==> src/hdl/kpc_pkg.sv <==
// kpc_pkg: shared types, codes and constants for the keypad octal calculator
// no dependencies; imported by every module of the block
package kpc_pkg;

    localparam int VALUE_BITS      = 32;
    localparam int OUT_BITS        = 32;
    localparam int DIGIT_LIMIT_DEF = 20;

    // scan status codes
    localparam logic [1:0] ST_NONE   = 2'd0;
    localparam logic [1:0] ST_SINGLE = 2'd1;
    localparam logic [1:0] ST_MULTI  = 2'd2;

    // key codes
    localparam logic [3:0] KEY_ADD = 4'hA;
    localparam logic [3:0] KEY_SUB = 4'hB;
    localparam logic [3:0] KEY_MUL = 4'hC;
    localparam logic [3:0] KEY_REG = 4'hF;

    // prior key value before any key was taken
    localparam logic [4:0] PRIOR_KEY_NONE = 5'd16;

    // result event codes
    localparam logic [1:0] EV_OPERAND = 2'd0;
    localparam logic [1:0] EV_RESULT  = 2'd1;
    localparam logic [1:0] EV_INVALID = 2'd2;
    localparam logic [1:0] EV_MULTI   = 2'd3;

    typedef struct packed {
        logic [1:0] scan_status;
        logic [3:0] key_code;
    } scan_t;

    typedef struct packed {
        logic [1:0]          event_res;
        logic [OUT_BITS-1:0] value;
        logic                range_error;
    } res_t;

    typedef enum logic [1:0] {
        OP_ADD,
        OP_SUB,
        OP_MUL
    } alu_op_t;

    typedef struct packed {
        alu_op_t               op;
        logic [VALUE_BITS-1:0] a;
        logic [VALUE_BITS-1:0] b;
    } alu_in_t;

    typedef struct packed {
        logic [VALUE_BITS-1:0] result;
        logic                  range_error;
    } alu_out_t;

endpackage

==> src/hdl/kpc_in_reg.sv <==
// kpc_in_reg: input register holding one accepted keypad scan beat
// depends on kpc_pkg
module kpc_in_reg
    import kpc_pkg::*;
(
    input  logic  clk,
    input  logic  rst_n,
    input  logic  scan_valid,
    output logic  scan_ready,
    input  scan_t scan,
    input  logic  advance,
    output logic  held_valid,
    output scan_t held
);

    logic  valid_reg;
    logic  valid_next;
    scan_t data_reg;

    assign scan_ready = !valid_reg || advance;
    assign valid_next = scan_valid ? 1'b1 : (valid_reg && !advance);
    assign held_valid = valid_reg;
    assign held       = data_reg;

    always_ff @(posedge clk or negedge rst_n)
    begin
        if (!rst_n)
        begin
            valid_reg <= 1'b0;
        end
        else if (scan_ready)
        begin
            valid_reg <= valid_next;
        end
    end

    always_ff @(posedge clk)
    begin
        if (scan_valid && scan_ready)
        begin
            data_reg <= scan;
        end
    end

endmodule

==> src/hdl/kpc_alu.sv <==
// kpc_alu: add, subtract and multiply of the two held operands with range flag
// depends on kpc_pkg
module kpc_alu
    import kpc_pkg::*;
(
    input  alu_in_t  alu_in,
    output alu_out_t alu_out
);

    logic [VALUE_BITS:0]     sum;
    logic [VALUE_BITS:0]     diff;
    logic [2*VALUE_BITS-1:0] prod;

    assign sum  = {1'b0, alu_in.a} + {1'b0, alu_in.b};
    assign diff = {1'b0, alu_in.a} - {1'b0, alu_in.b};
    assign prod = {{VALUE_BITS{1'b0}}, alu_in.a} * {{VALUE_BITS{1'b0}}, alu_in.b};

    always_comb
    begin
        unique case (alu_in.op)
            OP_ADD:
            begin
                alu_out.result      = sum[VALUE_BITS-1:0];
                alu_out.range_error = sum[VALUE_BITS];
            end
            OP_SUB:
            begin
                alu_out.result      = diff[VALUE_BITS-1:0];
                alu_out.range_error = diff[VALUE_BITS];
            end
            OP_MUL:
            begin
                alu_out.result      = prod[VALUE_BITS-1:0];
                alu_out.range_error = |prod[2*VALUE_BITS-1:VALUE_BITS];
            end
            default:
            begin
                alu_out.result      = '0;
                alu_out.range_error = 1'b0;
            end
        endcase
    end

endmodule

==> src/hdl/kpc_core.sv <==
// kpc_core: key filter, entry and operand state, and result register
// depends on kpc_pkg; drives kpc_alu and advances kpc_in_reg
module kpc_core
    import kpc_pkg::*;
#(
    parameter int DIGIT_LIMIT = DIGIT_LIMIT_DEF
)
(
    input  logic     clk,
    input  logic     rst_n,
    input  logic     held_valid,
    input  scan_t    held,
    output logic     advance,
    output alu_in_t  alu_in,
    input  alu_out_t alu_out,
    output logic     res_valid,
    input  logic     res_ready,
    output res_t     res
);

    localparam int DC_W = $clog2(DIGIT_LIMIT + 1);

    logic [1:0]            prior_status_reg, prior_status_next;
    logic [4:0]            prior_key_reg, prior_key_next;
    logic [VALUE_BITS-1:0] entry_reg, entry_next;
    logic [DC_W-1:0]       digit_count_reg, digit_count_next;
    logic [1:0]            operand_count_reg, operand_count_next;
    logic [VALUE_BITS-1:0] first_reg, first_next;
    logic [VALUE_BITS-1:0] second_reg, second_next;
    logic                  res_valid_reg, res_valid_next;
    res_t                  res_reg, res_next;

    logic       take;
    logic       new_key;
    logic [1:0] st;
    logic [3:0] key;
    logic       is_op;

    assign advance   = !res_valid_reg || res_ready;
    assign take      = held_valid && advance;
    assign st        = held.scan_status;
    assign key       = held.key_code;
    assign new_key   = (st == ST_SINGLE)
                       && ((prior_status_reg != st) || ({1'b0, key} != prior_key_reg));
    assign is_op     = (key == KEY_ADD) || (key == KEY_SUB) || (key == KEY_MUL);
    assign res_valid = res_valid_reg;
    assign res       = res_reg;

    assign alu_in.op = (key == KEY_ADD) ? OP_ADD : ((key == KEY_SUB) ? OP_SUB : OP_MUL);
    assign alu_in.a  = first_reg;
    assign alu_in.b  = second_reg;

    always_comb
    begin
        prior_status_next  = prior_status_reg;
        prior_key_next     = prior_key_reg;
        entry_next         = entry_reg;
        digit_count_next   = digit_count_reg;
        operand_count_next = operand_count_reg;
        first_next         = first_reg;
        second_next        = second_reg;
        res_valid_next     = res_valid_reg && !res_ready;
        res_next           = res_reg;

        if (take)
        begin
            prior_status_next = st;
            if (new_key)
            begin
                prior_key_next = {1'b0, key};
                if (key == KEY_REG)
                begin
                    if (operand_count_reg != 2'd2)
                    begin
                        if (operand_count_reg == 2'd0)
                        begin
                            first_next = entry_reg;
                        end
                        else
                        begin
                            second_next = entry_reg;
                        end
                        operand_count_next   = operand_count_reg + 2'd1;
                        entry_next           = '0;
                        digit_count_next     = '0;
                        res_valid_next       = 1'b1;
                        res_next.event_res   = EV_OPERAND;
                        res_next.value       = OUT_BITS'(entry_reg);
                        res_next.range_error = 1'b0;
                    end
                end
                else if (!key[3])
                begin
                    if (digit_count_reg < DC_W'(DIGIT_LIMIT))
                    begin
                        digit_count_next = digit_count_reg + DC_W'(1);
                        if (|entry_reg[VALUE_BITS-1:VALUE_BITS-3])
                        begin
                            entry_next = '1;
                        end
                        else
                        begin
                            entry_next = {entry_reg[VALUE_BITS-4:0], key[2:0]};
                        end
                    end
                end
                else if ((operand_count_reg == 2'd2) && is_op)
                begin
                    operand_count_next   = 2'd0;
                    res_valid_next       = 1'b1;
                    res_next.event_res   = EV_RESULT;
                    res_next.value       = OUT_BITS'(alu_out.result);
                    res_next.range_error = alu_out.range_error;
                end
                else
                begin
                    res_valid_next       = 1'b1;
                    res_next.event_res   = EV_INVALID;
                    res_next.value       = '0;
                    res_next.range_error = 1'b0;
                end
            end
            else if ((st == ST_MULTI) && (prior_status_reg != ST_MULTI))
            begin
                res_valid_next       = 1'b1;
                res_next.event_res   = EV_MULTI;
                res_next.value       = '0;
                res_next.range_error = 1'b0;
            end
        end
    end

    always_ff @(posedge clk or negedge rst_n)
    begin
        if (!rst_n)
        begin
            prior_status_reg  <= ST_NONE;
            prior_key_reg     <= PRIOR_KEY_NONE;
            entry_reg         <= '0;
            digit_count_reg   <= '0;
            operand_count_reg <= 2'd0;
            first_reg         <= '0;
            second_reg        <= '0;
            res_valid_reg     <= 1'b0;
        end
        else
        begin
            prior_status_reg  <= prior_status_next;
            prior_key_reg     <= prior_key_next;
            entry_reg         <= entry_next;
            digit_count_reg   <= digit_count_next;
            operand_count_reg <= operand_count_next;
            first_reg         <= first_next;
            second_reg        <= second_next;
            res_valid_reg     <= res_valid_next;
        end
    end

    always_ff @(posedge clk)
    begin
        res_reg <= res_next;
    end

endmodule

==> src/hdl/keypad_octal_calculator.sv <==
// keypad_octal_calculator: top level of the keypad-driven octal calculator
// depends on kpc_pkg, kpc_in_reg, kpc_alu and kpc_core
//
// Takes one keypad scan beat per clock and gives at most one result beat per scan.
// Each scan is captured in the input register and, once the result register is free,
// processed by the key filter, entry/operand state and the 32-bit adder, subtractor
// and multiplier, which load the result register; a result beat is offered from the
// result register after its scan beat passes through the input register. Sustained
// rate is one scan per cycle while results are taken, set by that single pass from
// input register to result register. While a result beat is stalled nothing is
// processed: the input register can still capture one scan, then scan_ready stays
// low until the result is taken. Scans that give no result leave the output idle.
module keypad_octal_calculator
    import kpc_pkg::*;
#(
    parameter int DIGIT_LIMIT = DIGIT_LIMIT_DEF
)
(
    input  logic  clk,
    input  logic  rst_n,
    input  logic  scan_valid,
    output logic  scan_ready,
    input  scan_t scan,
    output logic  res_valid,
    input  logic  res_ready,
    output res_t  res
);

    logic     held_valid;
    scan_t    held;
    logic     advance;
    alu_in_t  alu_in;
    alu_out_t alu_out;

    kpc_in_reg u_in_reg (
        .clk        (clk),
        .rst_n      (rst_n),
        .scan_valid (scan_valid),
        .scan_ready (scan_ready),
        .scan       (scan),
        .advance    (advance),
        .held_valid (held_valid),
        .held       (held)
    );

    kpc_alu u_alu (
        .alu_in  (alu_in),
        .alu_out (alu_out)
    );

    kpc_core #(
        .DIGIT_LIMIT (DIGIT_LIMIT)
    ) u_core (
        .clk        (clk),
        .rst_n      (rst_n),
        .held_valid (held_valid),
        .held       (held),
        .advance    (advance),
        .alu_in     (alu_in),
        .alu_out    (alu_out),
        .res_valid  (res_valid),
        .res_ready  (res_ready),
        .res        (res)
    );

endmodule

==> config.mk <==
export PLATFORM = sky130hd
export DESIGN_NAME = keypad_octal_calculator
export DESIGN_NICKNAME = d
export VERILOG_FILES = /design/src/hdl/kpc_pkg.sv /design/src/hdl/kpc_in_reg.sv /design/src/hdl/kpc_alu.sv /design/src/hdl/kpc_core.sv /design/src/hdl/keypad_octal_calculator.sv
export SDC_FILE = /design/constraint.sdc
export NUM_CORES = 2
export LEC_CHECK = 0
export BUFFER_PORTS_ARGS = -buffer_cell sky130_fd_sc_hd__buf_2
export CORE_ASPECT_RATIO = 0.9
export CORE_MARGIN = 3
export CORE_UTILIZATION = 30
export DETAILED_ROUTE_END_ITERATION = 12
export GPL_ROUTABILITY_DRIVEN = 0
export PLACE_DENSITY = 0.49
export SETUP_SLACK_MARGIN = 0.15
export SYNTH_ARGS = -nofsm -noshare
export SYNTH_HDL_FRONTEND = slang
export SYNTH_SLANG_ARGS = --single-unit
==> constraint.sdc <==
create_clock -name clk -period 23.5 [get_ports clk]
set_clock_uncertainty 0.15 [all_clocks]
set_input_delay 3.525 -clock clk [delete_from_list [all_inputs] [get_ports clk]]
set_output_delay 3.525 -clock clk [all_outputs]
set_load 0.01 [all_outputs]
# Word level (Yosys, flattened, before mapping)

Index checks and enable logic that the tools add are counted.

Flip-flop bits (word level): 153
Input port bits: 10
Output and inout port bits: 37
Word-level logic and storage cells: 97

$add $sub $neg: 4
Multipliers: 1
Order comparisons: 1
Equality and inequality tests: 17
Mux-type cells: 29
Bitwise operators: 1
Reductions and logical operators: 30

Operator list:

| operator            | number |
|---|---|
| $mux 35             | 6 |
| $mux 32             | 5 |
| $pmux 33 s3         | 1 |
| $mul 32x32->64      | 1 |
| $add 32x32->33      | 1 |
| $sub 32x32->33      | 1 |
| $reduce_or 32->1    | 1 |
| $mux 5              | 4 |
| $reduce_and 5->1    | 4 |
| $eq 4x4->1 const B  | 4 |
| $mux 2              | 6 |
| $reduce_bool 2->1   | 4 |
| $logic_and 1x1->1   | 7 |
| $mux 1              | 7 |
| $eq 2x2->1 const B  | 3 |
| $ne 2x2->1 const B  | 3 |
| $ne 3x3->1 const B  | 2 |
| $add 5x1->5 const B | 1 |
| $logic_or 1x1->1    | 5 |
| $lt 5x5->1 const B  | 1 |
| $ne 4x5->1          | 1 |
| $eq 2x1->1 const B  | 2 |
| $logic_not 1->1     | 4 |
| $logic_not 2->1     | 2 |
| other kinds (7)     | 7 |

# Depth between registers and ports, before layout

Depth in word-level cells: 9
Depth in mapped cells: 30
Gate-level depth less buffers: 28

# Modules after synthesis

A second synthesis with hierarchy kept.

Cell total of the unflattened synthesis: 4723
Area, all modules: 43666.9 um^2

Modules (own cells, without submodules):

| module     | instances | cells an instance | area an instance (um^2) | sequential area each (um^2) |
|---|---|---|---|---|
| kpc_alu    | 1         | 4256              | 37317.0                 | 0.0 |
| kpc_core   | 1         | 457               | 6115.9                  | 3829.9 |
| kpc_in_reg | 1         | 10                | 234.0                   | 205.2 |

# Worst setup path after synthesis

No wires, ideal clock.

Path kind: reg2reg
Start point: register u_core.first_reg[10]
End point: register u_core.res_reg (netlist bit u_core.res[0]), data pin
Library setup time: 0.267 ns
Arrival time: 7.577 ns
Data required time: 23.083 ns
Slack: 15.506 ns
Cell stages (with the launch flop): 28
Buffers on the path: 2
Clock period less this slack: 7.994 ns
Cell sequence: dfrtp_1 -> clkbuf_1 -> and2_1 -> fa_1 -> inv_1 -> fa_1 -> inv_1 -> fa_1 -> inv_1 -> fa_1 -> inv_1 -> fa_1 -> fa_1 -> fa_1 -> fa_1 -> ha_1 -> clkbuf_1 -> nand4_1 -> or4_1 -> o311ai_1 -> or2_2 -> a21oi_1 -> xnor2_1 -> or4_1 -> nor4_1 -> o2111ai_1 -> nor2_1 -> o211ai_1

Longest elaborated chain between the ends: 7
Elaborated cells between the ends (all ways): 9
Those cells by class: add/sub (2); mul (1); mux (5); reduce/logical (1)

RTL lines:

| what                   | line            | text |
|---|---|---|
| start, declared        | kpc_core.sv:28  | `logic [VALUE_BITS-1:0] first_reg, first_next;` |
| start signal, assigned | kpc_core.sv:153 | `first_reg <= first_next;` |
| $mul 32x32->64         | kpc_alu.sv:16   | `assign prod = {{VALUE_BITS{1'b0}}, alu_in.a} * {{VALUE_BITS{1'b0}}, alu_in.b};` |
| $reduce_or 32->1       | kpc_alu.sv:34   | `alu_out.range_error = \|prod[2*VALUE_BITS-1:VALUE_BITS];` |
| $pmux 33 s3 (*)        | kpc_alu.sv:20   | `unique case (alu_in.op)` |
| $mux 35 (*)            | kpc_core.sv:107 | `else if ((operand_count_reg == 2'd2) && is_op)` |
| $mux 35 (*)            | kpc_core.sv:92  | `else if (!key[3])` |
| $mux 35 (*)            | kpc_core.sv:71  | `if (key == KEY_REG)` |
| $mux 35 (*)            | kpc_core.sv:68  | `if (new_key)` |
| end signal, assigned   | kpc_core.sv:161 | `res_reg <= res_next;` |
| end, declared          | kpc_core.sv:31  | `res_t res_reg, res_next;` |

Every way passes the cells marked *; elsewhere a longest branch is shown, timed or not. The select of a mux whose other input is x is not followed.
A chain may end at the register's enable or synchronous reset.

# Worst setup path in the final report

Start point: register u_core.second_reg[7]
End point: register u_core.res_reg (netlist bit u_core.res[0]), data pin

Longest elaborated chain between the ends: 7
Elaborated cells between the ends (all ways): 9
Those cells by class: add/sub (2); mul (1); mux (5); reduce/logical (1)

RTL lines:

| what                   | line            | text |
|---|---|---|
| start, declared        | kpc_core.sv:29  | `logic [VALUE_BITS-1:0] second_reg, second_next;` |
| start signal, assigned | kpc_core.sv:154 | `second_reg <= second_next;` |
| $mul 32x32->64         | kpc_alu.sv:16   |  |
| $reduce_or 32->1       | kpc_alu.sv:34   |  |
| $pmux 33 s3 (*)        | kpc_alu.sv:20   |  |
| $mux 35 (*)            | kpc_core.sv:107 |  |
| $mux 35 (*)            | kpc_core.sv:92  |  |
| $mux 35 (*)            | kpc_core.sv:71  |  |
| $mux 35 (*)            | kpc_core.sv:68  |  |

Marked as above.

==> impl_results.md <==
- Layout cells sized above 1: between 5 and 6%
- Period utilisation layout: 42.5%
- Vias in the first global route: 33900
- Final setup vio count: 0
- Worst Path Class, Setup: register to register
- Placeable Area: around 0.14 mm^2
- Worst setup SP type: register
- Cell Rows: 130
- Fin util: approximately a third
- Leak Pwr: approximately 20 nW
- Total power: 0.833 mW
- Yosys cell types: 75
- Yosys reg bits: between 150 and 200
- I/O pin total: 47
- Final ANT Viol Nets: 0
- Max-cap viol count: 0
- Worst Hold Path EP: u_core.prior_key_reg[4]
- VDD IR max: 0.0000510 V
- Synth Net Count: 5913
- Clock net sink count: 153
- Wire length on met1: 66300 um
- WL met2: 60500 um
- CTS Buf Count: 17
- Fin. Hold Viols: 0
- Routed wl met3: 9070 um
- Placed cells: 6358
- CTS Root Cell: clkbuf_16
- Fmax: around 100 MHz
- All-Layer GR Usage: 19.2%
- Fin crit period: 9980 ps
- Die Width: slightly above 400 um
- Synth warnings: 0
- EDFF count, synth: 41
- Gate Count Post-Synth: about 4700
- Largest net degree at the start of global routing: 74
- HP Start: u_core.prior_key_reg[4]
- DRT iter0 DRCs: between 2000 and 3000
- Max reg flops: 35
- Layout Area Growth over Synthesis: 6.32%
- Post-DR vias/cell: 5.00
- CTS max path bufs: 2
- WP data required: 23510 ps
- First-pass GRT wire length: 217000 um
- CTS H-tree lvls: 4
- Top_reg_cell synth: dfrtp_1
- IO buf count: 46
- Fraction of registers with async set/reset: 73.2%
- Hold Path Class: register to register
- Number of non-filler instances in the completed layout: 6393
- Sequential area share after synthesis: under 10%
- R2R Path Start: u_core.second_reg[7]
- Critical Path Fanout Max: 18
- Post-route setup TNS: 0 ps
- CTS tree: done
- Pwr per Cell Area: 18.3 mW/mm^2
- Worst setup EP type: register
- Vias: 32000
- Worst Tran Pin Value: 1420 ps
- Clock Latency Late Sink: 460 ps
- Slew Viols, Final: 0
- Hpwl dp: 109000 um
- DRC viols: 0
- Outcome: completed
- Post-cts hold buffer count: 0
- Drt total wl: 139000 um
- Avg WL per Cell: 21.8 um
- Die area: roughly 0.15 mm^2
- Initial antenna violation count: 6
- Commonest cells after routing, fill and taps aside: 897 x fa_1, 792 x inv_1, 589 x and2_1
- Unrepaired setup endpoints after global routing: no
- Ranking of synthesized cells by area: fa_1 42%, ha_1 9.7%, and2_1 8.6%, inv_1 6.9%, dfrtp_1 6.5%
- Hold Worst Slack: 337 ps
- R2R Setup Slk: between 10000 and 15000 ps
- WHS Path Cells: 1
- Number of iterations in the first detailed-routing pass: 6
- Clock slew at reported path FFs: 80 ps
- Post-Syn Area: 0.0428 mm^2
- Total setup buffers inserted after CTS: 0
- Cts repair resizes: 0
- Top layer in use: met4
- Mapped Avg Cell Area: 9.16 um^2
- Die Ht: around 360 um
- Crit path DAT: approximately 10000 ps
- Grt ovf: 0
- Worst r2r path cells: 27
- Post-synth top area share: about two fifths
- Final nets: 5769
- Slew headroom: approximately 3.2%
- Initial Util: 30.4%
- Commonest non-fill, non-tap cell in the layout: fa_1
- Largest area contributor in the netlist: fa_1
- Reg-to-reg critical path endpoint: u_core.res[0]
-- report_power, final --
part | switching (mW) | leakage, nW | total, mW | internal (mW)
Clock | 0.130 | 0.317 | 0.309 | 0.179
Combinational | 0.124 | 17.3 | 0.198 | 0.0739
Sequential | 0.0308 | 1.90 | 0.325 | 0.294
Total | 0.285 | 19.5 | 0.833 | 0.547
-- Yosys cell counts (all sizes together) (5+ instances only) --
master and count:
a21oi 142, nand2b 19, mux2 73, nor2b 17, or3 8, fa 897
xor2 27, o21ai 183, a31oi 11, nand3 33, o41ai 5, inv 793
a22oi 21, nor4 14, o21bai 21, o211ai 11, clkbuf 268, o2111ai 6
buf 20, nor3b 7, and2 589, o21a 16, o31ai 14, a2111oi 5
nor2 169, o311ai 9, nand4 34, a31o 5, or4 6, nand2 542
a211oi 16, o22ai 5, or2 9, and3 8, a221oi 5, mux2i 8
ha 333, a22o 11, edfxtp 41, a21o 35, nor3 27, dfrtp 111
xnor2 56
-- how the worst max path moves through the flow --
stage | startpoint | to | cells past startpoint | slack, ps
3_3_place_gp | u_core.second_reg[7] | u_core.res[0] | 27 | 13790
3_5_place_dp | u_core.second_reg[13] | u_core.res[0] | 24 | 13620
6_report | u_core.second_reg[7] | u_core.res[0] | 27 | 13520
4_1_cts | u_core.second_reg[13] | u_core.res[0] | 24 | 13580
2_1_floorplan | u_core.first_reg[10] | u_core.res[0] | 27 | 15510
5_1_grt | u_core.second_reg[13] | u_core.res[0] | 24 | 12930
-- through the flow --
step	cell area [um^2]	setup slack, ps
after detailed placement	44900	13620
after CTS	45500	13580
final	45500	13520
after global placement	44900	13790
after floorplan	42800	15510
after global routing	45500	12930
-- critical path: stages, from the launching register on --
cell and delay (ps):
dfrtp_1 740, buf_4 350, ha_1 250, inv_1 150, fa_1 500, inv_1 50
fa_1 500, fa_1 520, inv_1 50, fa_1 480, inv_1 50, ha_1 270
ha_1 290, fa_1 400, fa_1 510, ha_1 550, a21oi_1 270, a21oi_1 520
nand3_1 130, a2111oi_0 1180, nor2_1 160, o21ai_0 410, xor2_1 140, a211o_1 260
nor4_1 330, o2111ai_1 170, nor2_1 180, o211ai_1 100
-- layer usage --
layer,global-route usage [%],vias up
met3,2.69,116
met2,29.4,924
met4,4.37,0
met1,28.6,16800
met5,0,-
li1,-,14100
-- cell type report --
type / instances / area, um^2
Sequential cell: 153 / 4040
Clock buffer: 19 / 464
Timing Repair Buffer: 125 / 826
Clock inverter: 13 / 175
Tap cell: 1848 / 2310
Fill cell: 14600 / 95200
Multi-Input combinational cell: 3438 / 34700
Antenna cell: 3 / 7.51
Inverter: 794 / 2980
-- kinds of logic after synthesis --
kind of cell / Yosys count / synth area share, %
simple gates: 1493 / 17.6
fa+ha+maj: 1230 / 51.7
buf+inv: 1082 / 9.53
compound gates: 551 / 7.99
flops: 153 / 9.42
xor+xnor: 83 / 1.70
mux: 81 / 2.11
(Power assumes the default switching activity.)
